$ cat src/hdl/cdt_pkg.sv
// Shared types and constants for the countdown timer with display multiplexing.
// Used by the knob scaler, the timer core and the top level.
package cdt_pkg;

    localparam logic [1:0] OP_DISPLAY = 2'd0;
    localparam logic [1:0] OP_SECOND  = 2'd1;
    localparam logic [1:0] OP_BUTTON  = 2'd2;
    localparam logic [1:0] OP_KNOB    = 2'd3;

    localparam logic [3:0] SEL_SEC_ONES = 4'b0001;
    localparam logic [3:0] SEL_SEC_TENS = 4'b0010;
    localparam logic [3:0] SEL_MIN_ONES = 4'b0100;
    localparam logic [3:0] SEL_MIN_TENS = 4'b1000;

    localparam logic [11:0] RESET_TIME = 12'd945;
    localparam logic [5:0]  KNOB_GAIN  = 6'd59;
    localparam logic [7:0]  TENS_RECIP = 8'd205;
    localparam logic [3:0]  DIGIT_BASE = 4'd10;
    localparam logic [3:0]  DIGIT_MAX  = 4'd9;
    localparam logic [3:0]  TENS_MAX   = 4'd5;

    typedef struct packed {
        logic [3:0] min_tens;
        logic [3:0] min_ones;
        logic [3:0] sec_tens;
        logic [3:0] sec_ones;
    } bcd_time_t;

    localparam bcd_time_t RESET_BCD = '{4'd1, 4'd5, 4'd4, 4'd5};

    typedef struct packed {
        logic [5:0] value;
        logic [3:0] tens;
        logic [3:0] ones;
    } knob_t;

    typedef struct packed {
        logic [3:0]  digit_value;
        logic [3:0]  digit_enable;
        logic        blink;
        logic        signal_out;
        logic        is_counting;
        logic [11:0] remaining;
    } result_t;

endpackage

$ cat src/hdl/cdt_knob_scale.sv
// Scales one 10-bit knob reading to 0..59 and splits it into decimal digits.
// Depends on cdt_pkg.
module cdt_knob_scale
    import cdt_pkg::*;
(
    input  logic [9:0] raw,
    output knob_t      knob
);

    logic [15:0] prod;
    logic [15:0] quot_sum;
    logic [13:0] tens_prod;
    logic [5:0]  value;
    logic [3:0]  tens;
    logic [7:0]  tens_x10;

    always_comb
    begin
        prod      = 16'(raw) * 16'(KNOB_GAIN);
        // floor(x / 1023) for every product up to 59 * 1023
        quot_sum  = prod + (prod >> 10) + 16'd1;
        value     = quot_sum[15:10];
        tens_prod = 14'(value) * 14'(TENS_RECIP);
        tens      = {1'b0, tens_prod[13:11]};
        tens_x10  = 8'(tens) * 8'(DIGIT_BASE);
        knob.value = value;
        knob.tens  = tens;
        knob.ones  = 4'(8'(value) - tens_x10);
    end

endmodule

$ cat src/hdl/cdt_core.sv
// Timer state and per-transaction update: display rotation, countdown, start/pause, knob load.
// Depends on cdt_pkg and cdt_knob_scale.
module cdt_core
    import cdt_pkg::*;
(
    input  logic       clk,
    input  logic       rst_n,
    input  logic       step,
    input  logic [1:0] operation,
    input  logic       button_level,
    input  logic [9:0] minutes_raw,
    input  logic [9:0] seconds_raw,
    output result_t    result
);

    logic [11:0] time_left_reg, time_left_next;
    bcd_time_t   bcd_reg, bcd_next;
    logic        counting_reg, counting_next;
    logic        at_initial_reg, at_initial_next;
    logic [3:0]  select_reg, select_next;
    logic        blink_reg, blink_next;
    logic        signal_reg, signal_next;

    knob_t       knob_min;
    knob_t       knob_sec;
    logic [3:0]  digit;
    logic [3:0]  enable;
    logic [3:0]  shifted;
    bcd_time_t   bcd_dec;

    cdt_knob_scale u_knob_min (.raw(minutes_raw), .knob(knob_min));
    cdt_knob_scale u_knob_sec (.raw(seconds_raw), .knob(knob_sec));

    always_comb
    begin
        bcd_dec = bcd_reg;
        if (bcd_reg.sec_ones != 4'd0)
        begin
            bcd_dec.sec_ones = bcd_reg.sec_ones - 4'd1;
        end
        else
        begin
            bcd_dec.sec_ones = DIGIT_MAX;
            if (bcd_reg.sec_tens != 4'd0)
            begin
                bcd_dec.sec_tens = bcd_reg.sec_tens - 4'd1;
            end
            else
            begin
                bcd_dec.sec_tens = TENS_MAX;
                if (bcd_reg.min_ones != 4'd0)
                begin
                    bcd_dec.min_ones = bcd_reg.min_ones - 4'd1;
                end
                else
                begin
                    bcd_dec.min_ones = DIGIT_MAX;
                    bcd_dec.min_tens = bcd_reg.min_tens - 4'd1;
                end
            end
        end
    end

    always_comb
    begin
        time_left_next  = time_left_reg;
        bcd_next        = bcd_reg;
        counting_next   = counting_reg;
        at_initial_next = at_initial_reg;
        select_next     = select_reg;
        blink_next      = blink_reg;
        signal_next     = signal_reg;
        digit           = 4'd0;
        enable          = 4'd0;
        shifted         = {select_reg[2:0], 1'b0};

        case (operation)
            OP_DISPLAY:
            begin
                case (select_reg)
                    SEL_SEC_ONES: digit = bcd_reg.sec_ones;
                    SEL_SEC_TENS: digit = bcd_reg.sec_tens;
                    SEL_MIN_ONES: digit = bcd_reg.min_ones;
                    SEL_MIN_TENS: digit = bcd_reg.min_tens;
                    default:      digit = 4'd0;
                endcase
                enable = select_reg;
                if (select_reg == SEL_MIN_TENS || shifted == 4'd0)
                begin
                    select_next = SEL_SEC_ONES;
                end
                else
                begin
                    select_next = shifted;
                end
            end
            OP_SECOND:
            begin
                if (counting_reg)
                begin
                    blink_next = ~blink_reg;
                    if (time_left_reg > 12'd1)
                    begin
                        time_left_next = time_left_reg - 12'd1;
                        bcd_next       = bcd_dec;
                    end
                    else
                    begin
                        time_left_next  = 12'd0;
                        bcd_next        = '0;
                        counting_next   = 1'b0;
                        at_initial_next = 1'b1;
                        signal_next     = 1'b0;
                    end
                end
                else
                begin
                    blink_next = 1'b0;
                end
            end
            OP_BUTTON:
            begin
                if (!button_level)
                begin
                    if (!counting_reg)
                    begin
                        signal_next     = 1'b1;
                        counting_next   = 1'b1;
                        at_initial_next = 1'b0;
                    end
                    else
                    begin
                        counting_next = 1'b0;
                    end
                end
            end
            default:
            begin
                if (!counting_reg && at_initial_reg)
                begin
                    time_left_next = ({6'd0, knob_min.value} << 6)
                                   - ({6'd0, knob_min.value} << 2)
                                   + {6'd0, knob_sec.value};
                    bcd_next.min_tens = knob_min.tens;
                    bcd_next.min_ones = knob_min.ones;
                    bcd_next.sec_tens = knob_sec.tens;
                    bcd_next.sec_ones = knob_sec.ones;
                end
            end
        endcase

        result.digit_value  = digit;
        result.digit_enable = enable;
        result.blink        = blink_next;
        result.signal_out   = signal_next;
        result.is_counting  = counting_next;
        result.remaining    = time_left_next;
    end

    always_ff @(posedge clk or negedge rst_n)
    begin
        if (!rst_n)
        begin
            time_left_reg  <= RESET_TIME;
            bcd_reg        <= RESET_BCD;
            counting_reg   <= 1'b0;
            at_initial_reg <= 1'b1;
            select_reg     <= SEL_SEC_ONES;
            blink_reg      <= 1'b0;
            signal_reg     <= 1'b0;
        end
        else if (step)
        begin
            time_left_reg  <= time_left_next;
            bcd_reg        <= bcd_next;
            counting_reg   <= counting_next;
            at_initial_reg <= at_initial_next;
            select_reg     <= select_next;
            blink_reg      <= blink_next;
            signal_reg     <= signal_next;
        end
    end

endmodule

$ cat src/hdl/countdown_timer_mmss_display_unit.sv
// Countdown timer with multiplexed minutes:seconds display, top level.
// Result path: the input transaction is held in an input register, its result in a result register.
// Throughput: one transaction per cycle while the output is taken; the timer state in cdt_core updates on each step.
// Reset: asynchronous, active low; time 15:45, stopped, initial, select on seconds ones.
// Depends on cdt_pkg and cdt_core.
module countdown_timer_mmss_display_unit
    import cdt_pkg::*;
(
    input  logic        clk,
    input  logic        rst_n,
    input  logic        in_valid,
    output logic        in_ready,
    input  logic [1:0]  operation,
    input  logic        button_level,
    input  logic [9:0]  minutes_raw,
    input  logic [9:0]  seconds_raw,
    output logic        out_valid,
    input  logic        out_ready,
    output logic [3:0]  digit_value,
    output logic [3:0]  digit_enable,
    output logic        blink,
    output logic        signal_out,
    output logic        is_counting,
    output logic [11:0] remaining
);

    logic       in_full_reg;
    logic [1:0] op_reg;
    logic       level_reg;
    logic [9:0] min_raw_reg;
    logic [9:0] sec_raw_reg;
    logic       out_full_reg;
    result_t    result_reg;
    result_t    result;
    logic       step;

    assign step     = in_full_reg && (!out_full_reg || out_ready);
    assign in_ready = !in_full_reg || step;

    cdt_core u_core (
        .clk         (clk),
        .rst_n       (rst_n),
        .step        (step),
        .operation   (op_reg),
        .button_level(level_reg),
        .minutes_raw (min_raw_reg),
        .seconds_raw (sec_raw_reg),
        .result      (result)
    );

    always_ff @(posedge clk or negedge rst_n)
    begin
        if (!rst_n)
        begin
            in_full_reg  <= 1'b0;
            out_full_reg <= 1'b0;
        end
        else
        begin
            if (in_ready)
            begin
                in_full_reg <= in_valid;
            end
            if (step)
            begin
                out_full_reg <= 1'b1;
            end
            else if (out_ready)
            begin
                out_full_reg <= 1'b0;
            end
        end
    end

    always_ff @(posedge clk)
    begin
        if (in_valid && in_ready)
        begin
            op_reg      <= operation;
            level_reg   <= button_level;
            min_raw_reg <= minutes_raw;
            sec_raw_reg <= seconds_raw;
        end
        if (step)
        begin
            result_reg <= result;
        end
    end

    assign out_valid    = out_full_reg;
    assign digit_value  = result_reg.digit_value;
    assign digit_enable = result_reg.digit_enable;
    assign blink        = result_reg.blink;
    assign signal_out   = result_reg.signal_out;
    assign is_counting  = result_reg.is_counting;
    assign remaining    = result_reg.remaining;

endmodule

$ cat config.mk
export PLATFORM = sky130hd
export DESIGN_NAME = countdown_timer_mmss_display_unit
export DESIGN_NICKNAME = d
export VERILOG_FILES = /design/src/hdl/cdt_pkg.sv /design/src/hdl/cdt_knob_scale.sv /design/src/hdl/cdt_core.sv /design/src/hdl/countdown_timer_mmss_display_unit.sv
export SDC_FILE = /design/constraint.sdc
export NUM_CORES = 1
export LEC_CHECK = 0
export BUFFER_PORTS_ARGS = -buffer_cell sky130_fd_sc_hd__buf_2
export CORE_UTILIZATION = 45
export DETAILED_ROUTE_END_ITERATION = 16
export PLACE_DENSITY = 0.71
export SYNTH_ARGS = -nofsm -noshare
export SYNTH_HDL_FRONTEND = slang
export SYNTH_HIERARCHICAL = 1
export SYNTH_SLANG_ARGS = --single-unit
$ cat constraint.sdc
create_clock -name clk -period 15.6 [get_ports clk]
set_input_delay 3.9 -clock clk [delete_from_list [all_inputs] [get_ports clk]]
set_output_delay 3.9 -clock clk [all_outputs]
set_load 0.005 [all_outputs]
==> qor.csv <==
stage;metric;value;unit
outcome;run_status;finished clean;
clocking;post_cts_resized;0;
clocking;holdBufCountCts;0;
timing;finalHoldViolations;0;
timing;setup_tns;0;ns
final_layout;drive_gt1_frac;0.132;
critical_path;reg2reg_from;min_raw_reg[2];
timing;clock_skew;0.0189;ns
grt;grt_pass1_vias;7951;
routing;postRouteAntennaNets;0;
run;cap_violations;0;
floorplan;die_area;24000;sq um
critical_path;slowest_delay;0.66;ns
routing;vias_per_cell;5.58;
clocking;clock_latency;0.36;ns
logic_synthesis;yosys_register_bits;84;
logic_synthesis;syn_nets;1353;
floorplan;core;22800;sq um
timing;finalSetupViolCount;0;
clocking;cts_tree;yes;
timing;hold_slack;0.530;ns
hold_path;hold-path-endpoint;u_core/at_initial_reg;
critical_path;ff2ff_setup_slack;5.29;ns
place;port_buffers;51;
logic_synthesis;ys_seq_area_frac;0.223;
floorplan;num_rows;55;
critical_path;critPathMaxFanout;8;
logic_synthesis;synthFlopType;edfxtp_1;
logic_synthesis;syn_area_per_cell;9.33;sq um
timing;fmax;0.0970;GHz
routing;drtPass1Iterations;5;
logic_synthesis;syn_area;10500;sq um
routing;wl_met3;875;um
floorplan;die_h;155;um
clocking;clock_path_buffers;2;
final_layout;largest_reg_flops;16;
floorplan;start_util;0.462;
final_layout;final_common_cell;inv_1;
grt;globalRouteOverflowTotal;0;
critical_path;critPathTopFamily;adder cells;
routing;drt_iter0_drc;551;
timing;finalMaxSlewViolations;0;
floorplan;pin_count;52;
clocking;clk_pin_slew;0.09;ns
critical_path;slowest_stage;xnor2_1;
clocking;post_cts_buffers;0;
critical_path;reg2reg_to;u_core/bcd_reg[11];
clocking;numCtsBuffers;9;
clocking;root_buffer;clkbuf_16;
grt;grt_usage;0.201;
timing;timing.slew.headroom;0.146;
logic_synthesis;yosys_warnings;6;
final_layout;final_cell_mix;inv_1, ha_1, nor2_1;
logic_synthesis;ys_async_sr_fraction;0.452;
logic_synthesis;yosysUniqueCellTypes;116;
logic_synthesis;synth-edff-count;46;
grt;antenna_found_initial;0;
clocking;htreeDepth;3;
timing;rsz0062_at_grt;no;
critical_path;crit_type;flop to flop;
critical_path;r2r_cells;40;
routing;vias;8234;
final_layout;syn2layout_area_growth;7.34;%
critical_path;crit_arrival;10.54;ns
floorplan;chipWidth;155;um
critical_path;critPathCaptureType;flop;
clocking;cts.sinks;84;
timing;worstMarginPinSlew;1.27;ns
routing;drt_wl_total;22900;um
routing;dr.max_layer_used;met4;
critical_path;cp_num_buf_inv;5;
final_layout;antennaDiodeCount;0;
place;place.gp.congestion;0.908;
timing;period_needed;10.31;ns
routing;dr_wl_met2;11100;um
place;post-dp-hpwl;17800;um
grt;grt_max_degree;43;
logic_synthesis;syn_inst;1129;
routing;wl_per_cell;15.6;um
critical_path;crit_required;15.83;ns
hold_path;hold_path.class;flop to flop;
hold_path;hold_depth;2;
grt;grt_pass1_wl;39000;um
routing;drc;0;
timing;period_share;0.661;
critical_path;cp-start-kind;flop;
routing;met1_length;10600;um
final_layout;layout.nets;1381;
hold_path;hp-start;u_core/at_initial_reg;
==> logic make-up (layout without fill, tap and decap cells) <==
| kind of cell | after synthesis | after routing | synth area share |
|---|---|---|---|
| XOR/XNOR | 53 | 53 | 0.0535 |
| buffers and inverters | 220 | 253 | 0.0835 |
| multiplexers | 12 | 12 | 0.0124 |
| flip-flops | 84 | 84 | 0.223 |
| AND/OR/NAND/NOR | 282 | 282 | 0.148 |
| adder cells (fa/ha/maj) | 198 | 198 | 0.278 |
| AO/OA/AOI/OAI | 278 | 278 | 0.201 |
| other | 2 | 2 | 0.000713 |
==> per-stage QoR <==
step / area (sq um) / utilization / std cells / worst slack (ns)
floorplan: 10500 / - / 1129 / 6.10
global placement: 11000 / 0.483 / 1459 / 5.63
detailed placement: 11000 / 0.483 / 1459 / 5.36
CTS: 11300 / 0.496 / 1475 / 5.31
global route: 11300 / 0.496 / 1475 / 4.56
finish: 11300 / 0.496 / 1475 / 5.29
==> per-layer routing <==
metal	global-route usage	vias to the layer above
met5	0	-
met4	0.0580	0
met3	0.0298	40
met2	0.347	216
met1	0.260	3937
li1	-	4041
==> worst max-delay path by stage <==
stage                    from                  to  slack, ns  cells past startpoint
2_1_floorplan  min_raw_reg[2]  u_core/bcd_reg[11]       6.10                     38
3_3_place_gp   min_raw_reg[2]  u_core/bcd_reg[11]       5.63                     40
3_5_place_dp   min_raw_reg[2]  u_core/bcd_reg[11]       5.36                     40
4_1_cts        min_raw_reg[2]  u_core/bcd_reg[11]       5.31                     40
5_1_grt        min_raw_reg[1]  u_core/bcd_reg[11]       4.56                     40
6_report       min_raw_reg[2]  u_core/bcd_reg[11]       5.29                     40
==> layout make-up <==
| type | count | area, sq um |
|---|---|---|
| tap | 313 | 392 |
| sequential | 84 | 2350 |
| fill | 2100 | 11500 |
| clock buffer | 9 | 225 |
| inverter | 184 | 691 |
| clock inverter | 7 | 73.8 |
| multi-input combinational | 825 | 7300 |
| timing repair buffer | 53 | 270 |
==> cells in the mapped netlist (10+ instances only) <==
| cell | number | area, sq um |
|---|---|---|
| nor2b_1 | 11 | 68.8 |
| fa_1 | 60 | 1200 |
| a31oi_1 | 17 | 106 |
| nor2_1 | 69 | 259 |
| o31ai_1 | 10 | 75.1 |
| a21o_1 | 13 | 97.6 |
| xor2_1 | 15 | 131 |
| inv_1 | 184 | 691 |
| nand2b_1 | 15 | 93.8 |
| o21a_1 | 12 | 90.1 |
| edfxtp_1 | 46 | 1380 |
| clkbuf_1 | 24 | 90.1 |
| a211oi_1 | 18 | 135 |
| nand2_1 | 58 | 218 |
| dfstp_2 | 14 | 368 |
| a21oi_1 | 54 | 270 |
| nor3_1 | 20 | 100 |
| ha_1 | 137 | 1710 |
| nor3b_1 | 10 | 75.1 |
| nand3_1 | 20 | 100 |
| dfrtp_1 | 24 | 601 |
| xnor2_1 | 31 | 272 |
| o21ai_0 | 47 | 235 |
==> worst reg2reg max path, delay by kind of cell (launching register included) <==
kind | cells | cell delay [ns]
AOI/OAI and AO/OA | 13 | 2.38
xor gates and xnor gates | 5 | 1.53
adders and majority gates | 11 | 4.11
buffers and inverters | 5 | 0.44
DFF | 1 | 0.47
and+or+nand+nor | 6 | 1.22
Power is not shown: default switching activity piles up to over one toggle a cycle in this logic, so the estimate is an artifact.
